$ cat src/rtl/rtpjh_pkg.sv
// Shared types, constants and constant tables of the JPEG header generator.
package rtpjh_pkg;

	localparam int QUANT_ENTRIES = 64;
	localparam int POS_W         = 10;
	localparam int CFG_IDX_W     = 3;
	localparam int CFG_DATA_W    = 16;
	localparam int DIV_NUM_W     = 20;
	localparam int DIV_DEN_W     = 7;
	localparam int DIV_CNT_W     = 5;
	localparam int SCALE_W       = 13;
	localparam int BASE_W        = 7;
	localparam int QIDX_W        = 6;
	localparam int RND_PROD_W    = 40;
	localparam int RND_SHIFT     = 26;

	localparam logic [CFG_IDX_W-1:0] REG_QUALITY    = 3'd0;
	localparam logic [CFG_IDX_W-1:0] REG_FRAME_TYPE = 3'd1;
	localparam logic [CFG_IDX_W-1:0] REG_WIDTH      = 3'd2;
	localparam logic [CFG_IDX_W-1:0] REG_HEIGHT     = 3'd3;
	localparam logic [CFG_IDX_W-1:0] REG_RESTART    = 3'd4;
	localparam logic [CFG_IDX_W-1:0] REG_SEP_CHROMA = 3'd5;

	localparam logic [7:0] QUALITY_RESET = 8'd50;
	localparam logic [19:0] SCALE_NUM    = 20'd5000;
	// ceil(2^26 / 100): exact floor division by 100 for numerators below 1864135
	localparam logic [DIV_NUM_W-1:0] RND_MUL = 20'd671089;

	typedef struct packed {
		logic [7:0]  quality;
		logic        frame_type;
		logic [7:0]  width_blocks;
		logic [7:0]  height_blocks;
		logic [15:0] restart_interval;
		logic        separate_chroma_table;
	} cfg_t;

	typedef struct packed {
		logic              is_quant;
		logic              chroma;
		logic [QIDX_W-1:0] qidx;
		logic [7:0]        value;
	} seg_t;

	localparam logic [BASE_W-1:0] BASE_LUMA [0:QUANT_ENTRIES-1] = '{
		7'd16, 7'd11, 7'd12, 7'd14, 7'd12, 7'd10, 7'd16, 7'd14,
		7'd13, 7'd14, 7'd18, 7'd17, 7'd16, 7'd19, 7'd24, 7'd40,
		7'd26, 7'd24, 7'd22, 7'd22, 7'd24, 7'd49, 7'd35, 7'd37,
		7'd29, 7'd40, 7'd58, 7'd51, 7'd61, 7'd60, 7'd57, 7'd51,
		7'd56, 7'd55, 7'd64, 7'd72, 7'd92, 7'd78, 7'd64, 7'd68,
		7'd87, 7'd69, 7'd55, 7'd56, 7'd80, 7'd109, 7'd81, 7'd87,
		7'd95, 7'd98, 7'd103, 7'd104, 7'd103, 7'd62, 7'd77, 7'd113,
		7'd121, 7'd112, 7'd100, 7'd120, 7'd92, 7'd101, 7'd103, 7'd99
	};

	localparam logic [BASE_W-1:0] BASE_CHROMA [0:QUANT_ENTRIES-1] = '{
		7'd17, 7'd18, 7'd18, 7'd24, 7'd21, 7'd24, 7'd47, 7'd26,
		7'd26, 7'd47, 7'd99, 7'd66, 7'd56, 7'd66, 7'd99, 7'd99,
		7'd99, 7'd99, 7'd99, 7'd99, 7'd99, 7'd99, 7'd99, 7'd99,
		7'd99, 7'd99, 7'd99, 7'd99, 7'd99, 7'd99, 7'd99, 7'd99,
		7'd99, 7'd99, 7'd99, 7'd99, 7'd99, 7'd99, 7'd99, 7'd99,
		7'd99, 7'd99, 7'd99, 7'd99, 7'd99, 7'd99, 7'd99, 7'd99,
		7'd99, 7'd99, 7'd99, 7'd99, 7'd99, 7'd99, 7'd99, 7'd99,
		7'd99, 7'd99, 7'd99, 7'd99, 7'd99, 7'd99, 7'd99, 7'd99
	};

	localparam logic [7:0] CODE_COUNTS [0:63] = '{
		8'h00, 8'h01, 8'h05, 8'h01, 8'h01, 8'h01, 8'h01, 8'h01,
		8'h01, 8'h00, 8'h00, 8'h00, 8'h00, 8'h00, 8'h00, 8'h00,
		8'h00, 8'h02, 8'h01, 8'h03, 8'h03, 8'h02, 8'h04, 8'h03,
		8'h05, 8'h05, 8'h04, 8'h04, 8'h00, 8'h00, 8'h01, 8'h7d,
		8'h00, 8'h03, 8'h01, 8'h01, 8'h01, 8'h01, 8'h01, 8'h01,
		8'h01, 8'h01, 8'h01, 8'h00, 8'h00, 8'h00, 8'h00, 8'h00,
		8'h00, 8'h02, 8'h01, 8'h02, 8'h04, 8'h04, 8'h03, 8'h04,
		8'h07, 8'h05, 8'h04, 8'h04, 8'h00, 8'h01, 8'h02, 8'h77
	};

	localparam logic [7:0] AC_SYMS_LUMA [0:161] = '{
		8'h01, 8'h02, 8'h03, 8'h00, 8'h04, 8'h11, 8'h05, 8'h12, 8'h21, 8'h31, 8'h41, 8'h06,
		8'h13, 8'h51, 8'h61, 8'h07, 8'h22, 8'h71, 8'h14, 8'h32, 8'h81, 8'h91, 8'ha1, 8'h08,
		8'h23, 8'h42, 8'hb1, 8'hc1, 8'h15, 8'h52, 8'hd1, 8'hf0, 8'h24, 8'h33, 8'h62, 8'h72,
		8'h82, 8'h09, 8'h0a, 8'h16, 8'h17, 8'h18, 8'h19, 8'h1a, 8'h25, 8'h26, 8'h27, 8'h28,
		8'h29, 8'h2a, 8'h34, 8'h35, 8'h36, 8'h37, 8'h38, 8'h39, 8'h3a, 8'h43, 8'h44, 8'h45,
		8'h46, 8'h47, 8'h48, 8'h49, 8'h4a, 8'h53, 8'h54, 8'h55, 8'h56, 8'h57, 8'h58, 8'h59,
		8'h5a, 8'h63, 8'h64, 8'h65, 8'h66, 8'h67, 8'h68, 8'h69, 8'h6a, 8'h73, 8'h74, 8'h75,
		8'h76, 8'h77, 8'h78, 8'h79, 8'h7a, 8'h83, 8'h84, 8'h85, 8'h86, 8'h87, 8'h88, 8'h89,
		8'h8a, 8'h92, 8'h93, 8'h94, 8'h95, 8'h96, 8'h97, 8'h98, 8'h99, 8'h9a, 8'ha2, 8'ha3,
		8'ha4, 8'ha5, 8'ha6, 8'ha7, 8'ha8, 8'ha9, 8'haa, 8'hb2, 8'hb3, 8'hb4, 8'hb5, 8'hb6,
		8'hb7, 8'hb8, 8'hb9, 8'hba, 8'hc2, 8'hc3, 8'hc4, 8'hc5, 8'hc6, 8'hc7, 8'hc8, 8'hc9,
		8'hca, 8'hd2, 8'hd3, 8'hd4, 8'hd5, 8'hd6, 8'hd7, 8'hd8, 8'hd9, 8'hda, 8'he1, 8'he2,
		8'he3, 8'he4, 8'he5, 8'he6, 8'he7, 8'he8, 8'he9, 8'hea, 8'hf1, 8'hf2, 8'hf3, 8'hf4,
		8'hf5, 8'hf6, 8'hf7, 8'hf8, 8'hf9, 8'hfa
	};

	localparam logic [7:0] AC_SYMS_CHROMA [0:161] = '{
		8'h00, 8'h01, 8'h02, 8'h03, 8'h11, 8'h04, 8'h05, 8'h21, 8'h31, 8'h06, 8'h12, 8'h41,
		8'h51, 8'h07, 8'h61, 8'h71, 8'h13, 8'h22, 8'h32, 8'h81, 8'h08, 8'h14, 8'h42, 8'h91,
		8'ha1, 8'hb1, 8'hc1, 8'h09, 8'h23, 8'h33, 8'h52, 8'hf0, 8'h15, 8'h62, 8'h72, 8'hd1,
		8'h0a, 8'h16, 8'h24, 8'h34, 8'he1, 8'h25, 8'hf1, 8'h17, 8'h18, 8'h19, 8'h1a, 8'h26,
		8'h27, 8'h28, 8'h29, 8'h2a, 8'h35, 8'h36, 8'h37, 8'h38, 8'h39, 8'h3a, 8'h43, 8'h44,
		8'h45, 8'h46, 8'h47, 8'h48, 8'h49, 8'h4a, 8'h53, 8'h54, 8'h55, 8'h56, 8'h57, 8'h58,
		8'h59, 8'h5a, 8'h63, 8'h64, 8'h65, 8'h66, 8'h67, 8'h68, 8'h69, 8'h6a, 8'h73, 8'h74,
		8'h75, 8'h76, 8'h77, 8'h78, 8'h79, 8'h7a, 8'h82, 8'h83, 8'h84, 8'h85, 8'h86, 8'h87,
		8'h88, 8'h89, 8'h8a, 8'h92, 8'h93, 8'h94, 8'h95, 8'h96, 8'h97, 8'h98, 8'h99, 8'h9a,
		8'ha2, 8'ha3, 8'ha4, 8'ha5, 8'ha6, 8'ha7, 8'ha8, 8'ha9, 8'haa, 8'hb2, 8'hb3, 8'hb4,
		8'hb5, 8'hb6, 8'hb7, 8'hb8, 8'hb9, 8'hba, 8'hc2, 8'hc3, 8'hc4, 8'hc5, 8'hc6, 8'hc7,
		8'hc8, 8'hc9, 8'hca, 8'hd2, 8'hd3, 8'hd4, 8'hd5, 8'hd6, 8'hd7, 8'hd8, 8'hd9, 8'hda,
		8'he2, 8'he3, 8'he4, 8'he5, 8'he6, 8'he7, 8'he8, 8'he9, 8'hea, 8'hf2, 8'hf3, 8'hf4,
		8'hf5, 8'hf6, 8'hf7, 8'hf8, 8'hf9, 8'hfa
	};

	localparam logic [7:0] SOS_BYTES [0:13] = '{
		8'hff, 8'hda, 8'h00, 8'h0c, 8'h03, 8'h00, 8'h00,
		8'h01, 8'h11, 8'h02, 8'h11, 8'h00, 8'h3f, 8'h00
	};

	function automatic logic [POS_W-1:0] hdr_len(input cfg_t cfg);
		logic [POS_W-1:0] len;
		len = cfg.separate_chroma_table ? 10'd605 : 10'd536;
		if (cfg.restart_interval != 16'd0) begin
			len = len + 10'd6;
		end
		return len;
	endfunction

endpackage

$ cat src/rtl/rtpjh_div.sv
// Iterative restoring divider, one quotient bit per cycle.
module rtpjh_div (
	input  logic                                clk,
	input  logic                                arst_n,
	input  logic                                start,
	input  logic [rtpjh_pkg::DIV_NUM_W-1:0]     num,
	input  logic [rtpjh_pkg::DIV_DEN_W-1:0]     den,
	output logic                                done,
	output logic [rtpjh_pkg::DIV_NUM_W-1:0]     quot
);

	logic [rtpjh_pkg::DIV_NUM_W-1:0] quo_q;
	logic [rtpjh_pkg::DIV_DEN_W-1:0] rem_q;
	logic [rtpjh_pkg::DIV_DEN_W-1:0] den_q;
	logic [rtpjh_pkg::DIV_CNT_W-1:0] cnt_q;
	logic                            busy_q;
	logic                            done_q;

	logic [rtpjh_pkg::DIV_DEN_W:0]   trial;
	logic                            fits;
	logic [rtpjh_pkg::DIV_DEN_W-1:0] rem_nxt;

	always_comb begin
		trial   = {rem_q, quo_q[rtpjh_pkg::DIV_NUM_W-1]};
		fits    = (trial >= {1'b0, den_q});
		rem_nxt = fits ? rtpjh_pkg::DIV_DEN_W'(trial - {1'b0, den_q})
		               : trial[rtpjh_pkg::DIV_DEN_W-1:0];
	end

	always_ff @(posedge clk or negedge arst_n) begin
		if (!arst_n) begin
			quo_q  <= '0;
			rem_q  <= '0;
			den_q  <= '0;
			cnt_q  <= '0;
			busy_q <= 1'b0;
			done_q <= 1'b0;
		end else begin
			done_q <= 1'b0;
			if (start) begin
				quo_q  <= num;
				rem_q  <= '0;
				den_q  <= den;
				cnt_q  <= rtpjh_pkg::DIV_CNT_W'(rtpjh_pkg::DIV_NUM_W - 1);
				busy_q <= 1'b1;
			end else if (busy_q) begin
				quo_q <= {quo_q[rtpjh_pkg::DIV_NUM_W-2:0], fits};
				rem_q <= rem_nxt;
				if (cnt_q == '0) begin
					busy_q <= 1'b0;
					done_q <= 1'b1;
				end else begin
					cnt_q <= cnt_q - 1'b1;
				end
			end
		end
	end

	assign done = done_q;
	assign quot = quo_q;

endmodule

$ cat src/rtl/rtpjh_seg.sv
// Header layout decoder: maps a byte position to a fixed byte or a quantiser entry.
module rtpjh_seg (
	input  logic [rtpjh_pkg::POS_W-1:0] pos,
	input  rtpjh_pkg::cfg_t             cfg,
	output rtpjh_pkg::seg_t             seg
);

	logic                       dri;
	logic [rtpjh_pkg::POS_W-1:0] qend;
	logic [rtpjh_pkg::POS_W-1:0] sof_start;
	logic [rtpjh_pkg::POS_W-1:0] dht_start;
	logic [rtpjh_pkg::POS_W-1:0] sos_start;
	logic [rtpjh_pkg::POS_W-1:0] dq;
	logic [rtpjh_pkg::POS_W-1:0] dq_off;
	logic                       dq_tab;
	logic [rtpjh_pkg::POS_W-1:0] r;
	logic [rtpjh_pkg::POS_W-1:0] s;
	logic [rtpjh_pkg::POS_W-1:0] h;
	logic [rtpjh_pkg::POS_W-1:0] e;
	logic [rtpjh_pkg::POS_W-1:0] o;
	logic [1:0]                 t;
	logic                       ac;
	logic [7:0]                 sym_idx;
	logic [10:0]                hpx;
	logic [10:0]                wpx;
	logic [7:0]                 qsel;

	always_comb begin
		seg       = '0;
		dri       = (cfg.restart_interval != 16'd0);
		qend      = cfg.separate_chroma_table ? 10'd140 : 10'd71;
		sof_start = qend + (dri ? 10'd6 : 10'd0);
		dht_start = sof_start + 10'd19;
		sos_start = dht_start + 10'd432;
		dq        = pos - 10'd2;
		dq_tab    = (dq >= 10'd69);
		dq_off    = dq_tab ? dq - 10'd69 : dq;
		r         = pos - qend;
		s         = pos - sof_start;
		h         = pos - dht_start;
		e         = pos - sos_start;
		hpx       = {cfg.height_blocks, 3'b000};
		wpx       = {cfg.width_blocks, 3'b000};
		qsel      = {7'd0, cfg.separate_chroma_table};
		if (h < 10'd33) begin
			t = 2'd0;
			o = h;
		end else if (h < 10'd216) begin
			t = 2'd1;
			o = h - 10'd33;
		end else if (h < 10'd249) begin
			t = 2'd2;
			o = h - 10'd216;
		end else begin
			t = 2'd3;
			o = h - 10'd249;
		end
		ac      = t[0];
		sym_idx = 8'(o - 10'd21);

		if (pos < 10'd2) begin
			seg.value = (pos == 10'd0) ? 8'hff : 8'hd8;
		end else if (pos < qend) begin
			case (dq_off)
				10'd0: seg.value = 8'hff;
				10'd1: seg.value = 8'hdb;
				10'd2: seg.value = 8'h00;
				10'd3: seg.value = 8'd67;
				10'd4: seg.value = {7'd0, dq_tab};
				default: begin
					seg.is_quant = 1'b1;
					seg.chroma   = dq_tab;
					seg.qidx     = rtpjh_pkg::QIDX_W'(dq_off - 10'd5);
				end
			endcase
		end else if (pos < sof_start) begin
			case (r)
				10'd0: seg.value = 8'hff;
				10'd1: seg.value = 8'hdd;
				10'd2: seg.value = 8'h00;
				10'd3: seg.value = 8'h04;
				10'd4: seg.value = cfg.restart_interval[15:8];
				default: seg.value = cfg.restart_interval[7:0];
			endcase
		end else if (pos < dht_start) begin
			case (s)
				10'd0: seg.value = 8'hff;
				10'd1: seg.value = 8'hc0;
				10'd3: seg.value = 8'd17;
				10'd4: seg.value = 8'd8;
				10'd5: seg.value = {5'd0, hpx[10:8]};
				10'd6: seg.value = hpx[7:0];
				10'd7: seg.value = {5'd0, wpx[10:8]};
				10'd8: seg.value = wpx[7:0];
				10'd9: seg.value = 8'd3;
				10'd11: seg.value = cfg.frame_type ? 8'h22 : 8'h21;
				10'd13: seg.value = 8'd1;
				10'd14: seg.value = 8'h11;
				10'd15: seg.value = qsel;
				10'd16: seg.value = 8'd2;
				10'd17: seg.value = 8'h11;
				10'd18: seg.value = qsel;
				default: seg.value = 8'h00;
			endcase
		end else if (pos < sos_start) begin
			case (o)
				10'd0: seg.value = 8'hff;
				10'd1: seg.value = 8'hc4;
				10'd2: seg.value = 8'h00;
				10'd3: seg.value = ac ? 8'd181 : 8'd31;
				10'd4: seg.value = {3'd0, ac, 3'd0, t[1]};
				default: begin
					if (o < 10'd21) begin
						seg.value = rtpjh_pkg::CODE_COUNTS[{t, 4'(o - 10'd5)}];
					end else if (!ac) begin
						seg.value = sym_idx;
					end else if (t[1]) begin
						seg.value = rtpjh_pkg::AC_SYMS_CHROMA[sym_idx];
					end else begin
						seg.value = rtpjh_pkg::AC_SYMS_LUMA[sym_idx];
					end
				end
			endcase
		end else if (e < 10'd14) begin
			seg.value = rtpjh_pkg::SOS_BYTES[4'(e)];
		end
	end

endmodule

$ cat src/rtl/rtp_jpeg_header_generator.sv
// Top level of the JPEG header generator: configuration registers and byte sequencer.
// Each accepted item yields the next byte of an RFC 2435 style JPEG header (SOI, DQT,
// optional DRI, SOF0, four DHT tables, SOS), with its position and a last flag; a restart
// item begins again at byte zero and the position wraps after the final byte. One item
// is in flight at a time and the input stalls until its byte sits in the output register.
// A fixed byte passes the decode, evaluate and output states before the output register
// loads. A quantiser byte at quality 50 and above adds one multiply for base*scale and one
// reciprocal multiply for the rounding divide by 100. Below 50 the 20-step restoring
// divider first forms 5000/quality. While a full output register is stalled, the byte
// waits in the output state. Configuration writes are taken in any cycle and must only be
// issued while the block is idle.
module rtp_jpeg_header_generator (
	input  logic                                  clk,
	input  logic                                  arst_n,
	input  logic                                  in_valid,
	output logic                                  in_stall,
	input  logic                                  restart,
	output logic                                  out_valid,
	input  logic                                  out_stall,
	output logic [7:0]                            header_byte,
	output logic [rtpjh_pkg::POS_W-1:0]           byte_index,
	output logic                                  last,
	input  logic                                  cfg_valid,
	output logic                                  cfg_ready,
	input  logic [rtpjh_pkg::CFG_IDX_W-1:0]       cfg_index,
	input  logic [rtpjh_pkg::CFG_DATA_W-1:0]      cfg_data
);

	typedef enum logic [2:0] {
		S_IDLE,
		S_DECODE,
		S_EVAL,
		S_SCALE,
		S_MUL,
		S_DIV,
		S_OUT
	} state_t;

	state_t                               state_q;
	rtpjh_pkg::cfg_t                      cfg_q;
	rtpjh_pkg::seg_t                      seg;
	rtpjh_pkg::seg_t                      seg_q;
	logic [rtpjh_pkg::POS_W-1:0]          byte_pos_q;
	logic [rtpjh_pkg::POS_W-1:0]          item_pos_q;
	logic [rtpjh_pkg::SCALE_W-1:0]        scale_q;
	logic [7:0]                           byte_q;
	logic                                 div_start_q;
	logic [rtpjh_pkg::DIV_NUM_W-1:0]      div_num_q;
	logic [rtpjh_pkg::DIV_DEN_W-1:0]      div_den_q;
	logic                                 div_done;
	logic [rtpjh_pkg::DIV_NUM_W-1:0]      div_quot;
	logic [rtpjh_pkg::DIV_NUM_W-1:0]      prod_q;
	logic                                 out_valid_q;
	logic [7:0]                           header_byte_q;
	logic [rtpjh_pkg::POS_W-1:0]          byte_index_q;
	logic                                 last_q;

	logic [rtpjh_pkg::POS_W-1:0]          len;
	logic [rtpjh_pkg::POS_W-1:0]          start_pos;
	logic [rtpjh_pkg::POS_W-1:0]          pos_inc;
	logic [rtpjh_pkg::DIV_DEN_W-1:0]      fq;
	logic [7:0]                           fq_dbl;
	logic [rtpjh_pkg::BASE_W-1:0]         base;
	logic [rtpjh_pkg::DIV_NUM_W-1:0]      prod;
	logic [rtpjh_pkg::RND_PROD_W-1:0]     rnd_prod;
	logic [rtpjh_pkg::RND_PROD_W-rtpjh_pkg::RND_SHIFT-1:0] rnd_quot;
	logic [7:0]                           qbyte;

	always_comb begin
		len       = rtpjh_pkg::hdr_len(cfg_q);
		start_pos = (restart || (byte_pos_q >= len)) ? '0 : byte_pos_q;
		pos_inc   = item_pos_q + 1'b1;
		if (cfg_q.quality == 8'd0) begin
			fq = 7'd1;
		end else if (cfg_q.quality > 8'd99) begin
			fq = 7'd99;
		end else begin
			fq = cfg_q.quality[rtpjh_pkg::DIV_DEN_W-1:0];
		end
		fq_dbl = {fq, 1'b0};
		base   = seg_q.chroma ? rtpjh_pkg::BASE_CHROMA[seg_q.qidx]
		                      : rtpjh_pkg::BASE_LUMA[seg_q.qidx];
		prod   = {13'd0, base} * {7'd0, scale_q} + 20'd50;
		rnd_prod = {20'd0, prod_q} * {20'd0, rtpjh_pkg::RND_MUL};
		rnd_quot = rnd_prod[rtpjh_pkg::RND_PROD_W-1:rtpjh_pkg::RND_SHIFT];
		if (rnd_quot > 14'd255) begin
			qbyte = 8'hff;
		end else if (rnd_quot == '0) begin
			qbyte = 8'h01;
		end else begin
			qbyte = rnd_quot[7:0];
		end
	end

	rtpjh_seg u_seg (
		.pos (item_pos_q),
		.cfg (cfg_q),
		.seg (seg)
	);

	rtpjh_div u_div (
		.clk    (clk),
		.arst_n (arst_n),
		.start  (div_start_q),
		.num    (div_num_q),
		.den    (div_den_q),
		.done   (div_done),
		.quot   (div_quot)
	);

	always_ff @(posedge clk or negedge arst_n) begin
		if (!arst_n) begin
			cfg_q <= '{
				quality:               rtpjh_pkg::QUALITY_RESET,
				frame_type:            1'b0,
				width_blocks:          8'd0,
				height_blocks:         8'd0,
				restart_interval:      16'd0,
				separate_chroma_table: 1'b1
			};
		end else if (cfg_valid) begin
			case (cfg_index)
				rtpjh_pkg::REG_QUALITY:    cfg_q.quality <= cfg_data[7:0];
				rtpjh_pkg::REG_FRAME_TYPE: cfg_q.frame_type <= cfg_data[0];
				rtpjh_pkg::REG_WIDTH:      cfg_q.width_blocks <= cfg_data[7:0];
				rtpjh_pkg::REG_HEIGHT:     cfg_q.height_blocks <= cfg_data[7:0];
				rtpjh_pkg::REG_RESTART:    cfg_q.restart_interval <= cfg_data;
				rtpjh_pkg::REG_SEP_CHROMA: cfg_q.separate_chroma_table <= cfg_data[0];
				default: ;
			endcase
		end
	end

	always_ff @(posedge clk or negedge arst_n) begin
		if (!arst_n) begin
			state_q       <= S_IDLE;
			seg_q         <= '0;
			byte_pos_q    <= '0;
			item_pos_q    <= '0;
			scale_q       <= '0;
			byte_q        <= '0;
			div_start_q   <= 1'b0;
			div_num_q     <= '0;
			div_den_q     <= '0;
			prod_q        <= '0;
			out_valid_q   <= 1'b0;
			header_byte_q <= '0;
			byte_index_q  <= '0;
			last_q        <= 1'b0;
		end else begin
			div_start_q <= 1'b0;
			if (out_valid_q && !out_stall && (state_q != S_OUT)) begin
				out_valid_q <= 1'b0;
			end
			case (state_q)
				S_IDLE: begin
					if (in_valid) begin
						item_pos_q <= start_pos;
						state_q    <= S_DECODE;
					end
				end
				S_DECODE: begin
					seg_q   <= seg;
					state_q <= S_EVAL;
				end
				S_EVAL: begin
					if (!seg_q.is_quant) begin
						byte_q  <= seg_q.value;
						state_q <= S_OUT;
					end else if (fq < 7'd50) begin
						div_start_q <= 1'b1;
						div_num_q   <= rtpjh_pkg::SCALE_NUM;
						div_den_q   <= fq;
						state_q     <= S_SCALE;
					end else begin
						scale_q <= {5'd0, 8'd200 - fq_dbl};
						state_q <= S_MUL;
					end
				end
				S_SCALE: begin
					if (div_done) begin
						scale_q <= div_quot[rtpjh_pkg::SCALE_W-1:0];
						state_q <= S_MUL;
					end
				end
				S_MUL: begin
					prod_q  <= prod;
					state_q <= S_DIV;
				end
				S_DIV: begin
					byte_q  <= qbyte;
					state_q <= S_OUT;
				end
				S_OUT: begin
					if (!out_valid_q || !out_stall) begin
						out_valid_q   <= 1'b1;
						header_byte_q <= byte_q;
						byte_index_q  <= item_pos_q;
						last_q        <= (pos_inc == len);
						byte_pos_q    <= (pos_inc >= len) ? '0 : pos_inc;
						state_q       <= S_IDLE;
					end
				end
				default: state_q <= S_IDLE;
			endcase
		end
	end

	assign in_stall    = (state_q != S_IDLE);
	assign cfg_ready   = 1'b1;
	assign out_valid   = out_valid_q;
	assign header_byte = header_byte_q;
	assign byte_index  = byte_index_q;
	assign last        = last_q;

endmodule

$ cat config.mk
export PLATFORM = sky130hd
export DESIGN_NAME = rtp_jpeg_header_generator
export DESIGN_NICKNAME = d
export VERILOG_FILES = /design/src/rtl/rtpjh_pkg.sv /design/src/rtl/rtpjh_div.sv /design/src/rtl/rtpjh_seg.sv /design/src/rtl/rtp_jpeg_header_generator.sv
export SDC_FILE = /design/constraint.sdc
export NUM_CORES = 1
export LEC_CHECK = 0
export ABC_AREA = 1
export BUFFER_PORTS_ARGS = -buffer_cell sky130_fd_sc_hd__buf_4
export CAP_MARGIN = 20
export CORE_MARGIN = 2
export CORE_UTILIZATION = 33
export CTS_CLUSTER_DIAMETER = 80
export DETAILED_ROUTE_END_ITERATION = 6
export PLACE_DENSITY_LB_ADDON = 0.25
export SLEW_MARGIN = 10
export SYNTH_ARGS = -nofsm -noshare
export SYNTH_HDL_FRONTEND = slang
export SYNTH_SLANG_ARGS = --single-unit
$ cat constraint.sdc
create_clock -name clk -period 8.8 [get_ports clk]
set_input_delay 1.76 -clock clk [delete_from_list [all_inputs] [get_ports clk]]
set_output_delay 1.76 -clock clk [all_outputs]
set_load 0.005 [all_outputs]
==> results.md <==
* Hold Crit Endpoint: u_div.cnt_q[3]
* GRT Overall Usage at 0.191
* Worst-Margin Slew at 1.02 ns
* Post-Syn Area at 0.0258 mm²
* Most frequent cells in the layout: 733 x nand2_1, 502 x inv_1, 366 x ha_1
* DRT iter0 DRCs at 1,575
* Sink Count at 192
* DRC errors left at 0
* Netlist cell types at 68
* Slew Viols, Final at 0
* Largest net degree at the start of global routing at 69
* Hpwl dp at 60.0 mm
* DRT Wirelength at 75.0 mm
* CORE AREA at 0.0775 mm²
* Setup TNS at 0 ns
* Initial core utilization at 0.333
* FILL cells at 8,346
* Crit. End Element: flip-flop
* Top_reg_cell synth: dfrtp_1
* Synthesis-stage register bit count at 192
* Initial antenna violation count at 0
* Clock Skews at 0.0100 ns
* DR vias/cell at 5.03
* Crit path max fanout at 20
* Syn Area/Cell at 7.65 µm²
* Reg-to-Reg End: seg_q[1]
* Startpoint types: flip-flop
* Final worst path period need at 7.60 ns
* R2r setup slk at 1.20 ns
* WP data arrival at 7.98 ns
* Final-stage net count at 3,965
* Vias in the first global route at 22,500
* Area Growth Syn to Fin at 7.33%
* CP required at 9.17 ns
* Wire length per cell at 17.0 µm
* Commonest non-fill, non-tap cell in the layout: nand2_1
* Antenna Violating Nets Remaining at 0
* CP max stage delay at 0.72 ns
* Inserted Clock Buffers at 17
* Origin of the critical flop-to-flop path: cfg_q[0]
* # rows at 102
* Post-CTS Resized at 0
* Status: completed
* R2r worst-path depth at 39
* CP startpoint: cfg_q[0]
* Post-synth EDFFs at 0
* Ys async rst share at 1.00
* Root Driver: clkbuf_16
* RSZ-0062 raised after global routing: no
* Global-route wire length before repair at 124 mm
* CTS Hold Buffers Added at 0
* Post-Route Utilization at 0.357
* Port bufs at 45
* Min-delay worst type: reg2reg
* Ant diodes at 0
* Hold path start: u_div.cnt_q[3]
* CTS tree: built
* Die area at 0.0804 mm²
* Clk slew on worst S/H paths at 0.08 ns
* Max_cap viols at 0
* Crit path kind: reg2reg
* Die Width at 284 µm
* Post-Syn Instances at 3,371
* Routed vias at 22,200
* First drt pass iteration count at 7
* Net Count, Synth at 3,968
* RD Place Congestion at 0.924
* H-tree depth at 4
* Final setup fails at 0
* Slew Limit Headroom at 0.319
* Clock buffer depth at 2
* Die span in y at 284 µm
* I/O pins at 47
* Crit-path slowest cell: dfstp_2
* Post-CTS setup buffer count at 0
* Hold Vio Cnt, Final at 0
* Register area share after synthesis at 0.187
* Layout cells sized above 1 at 0.0589
* YS warnings at 0
* GR Overflow Total at 0
* Period utilization at 0.864
* Worst hold path cell count at 1
* Most frequent CP cell: nand2_1
* Highest clock rate at 0.132 GHz
* Worst skew pair latency at 0.48 ns
==> routing by layer <==
| metal | up-vias | part of all wire | GRT usage | wire length, µm |
|---|---|---|---|---|
| li1 | 11000 | - | - | - |
| met1 | 10600 | 0.47 | 0.266 | 35400 |
| met2 | 541 | 0.47 | 0.315 | 35200 |
| met3 | 78 | 0.042 | 0.0196 | 3150 |
| met4 | 0 | 0.017 | 0.0491 | 1290 |
| met5 | - | 0 | 0 | 0 |
==> state kept, by name (all words and copies together), names as in the netlist, 7 cells and up <==
| register | flops |
|---|---|
| byte_index | 10 |
| byte_pos_q | 10 |
| byte_q | 8 |
| cfg_q | 42 |
| div_den_q | 7 |
| header_byte | 8 |
| item_pos_q | 10 |
| prod_q | 20 |
| scale_q | 13 |
| seg_q | 16 |
| u_div.den_q | 7 |
| u_div.quot | 20 |
| u_div.rem_q | 7 |
==> cells in the mapped netlist (all sizes together) (13+ instances only) <==
cell type / n / area, µm²
nand2: 767 / 3020
ha: 366 / 4580
nor2: 266 / 1060
inv: 521 / 1960
o31ai: 22 / 165
dfrtp: 188 / 4700
nand3: 198 / 1040
nor3: 33 / 175
o22ai: 43 / 269
xnor2: 24 / 210
nand4: 30 / 203
o21ai: 243 / 1220
o211ai: 32 / 240
or2: 13 / 81.3
fa: 206 / 4120
xor2: 56 / 490
a21oi: 161 / 821
clkbuf: 44 / 165
buf: 38 / 278
==> area by class of cell <==
type | count | area [µm²] | area share
inverters | 529 | 1990 | 0.0719
multi-input cells | 2568 | 18500 | 0.670
well taps | 1040 | 1300 | 0.0470
flip-flops and latches | 192 | 4810 | 0.174
clock buffers | 18 | 439 | 0.0159
clock inverters | 14 | 131 | 0.00475
repair buffers | 60 | 458 | 0.0165
==> per-stage QoR <==
| stage | area (µm²) | setup WS (ns) | hold WS (ns) | instances |
|---|---|---|---|---|
| detailed placement | 27100 | 1.33 | 0.456 | 4389 |
| floorplan | 25800 | 2.24 | 0.434 | 3371 |
| global placement | 27100 | 1.34 | 0.451 | 4389 |
| global route | 27700 | 0.527 | 0.493 | 4421 |
| finish | 27700 | 1.20 | 0.461 | 4421 |
| CTS | 27700 | 1.29 | 0.468 | 4421 |
==> worst max path at each step <==
stage | end | slack [ns] | cells after the start
floorplan | prod_q[19] | 2.24 | 37
global placement | prod_q[19] | 1.34 | 36
detailed placement | prod_q[19] | 1.33 | 36
CTS | prod_q[19] | 1.29 | 35
global route | seg_q[1] | 0.53 | 40
finish | seg_q[1] | 1.20 | 39
==> worst max-delay path: cells and delay by family, from the launching register on <==
| kind | cells | cell delay [ns] |
|---|---|---|
| AOI/OAI and AO/OA | 1 | 0.05 |
| DFF | 1 | 0.72 |
| adders and majority gates | 5 | 2.30 |
| and+or+nand+nor | 27 | 2.96 |
| buffers and inverters | 5 | 1.11 |
| xor gates and xnor gates | 1 | 0.32 |
==> cells by family (layout without fill, tap and decap cells) <==
group,after synthesis,after routing,synth area share
AND/OR/NAND/NOR,1328,1328,0.222
adder cells (fa/ha/maj),572,572,0.337
multiplexers,7,7,0.00306
AO/OA/AOI/OAI,579,579,0.130
buffers and inverters,611,621,0.0944
flip-flops,192,192,0.187
XOR/XNOR,80,80,0.0272
other,2,2,0.000291
Power is not shown: default switching activity piles up to over one toggle a cycle in this logic, so the estimate is an artifact.
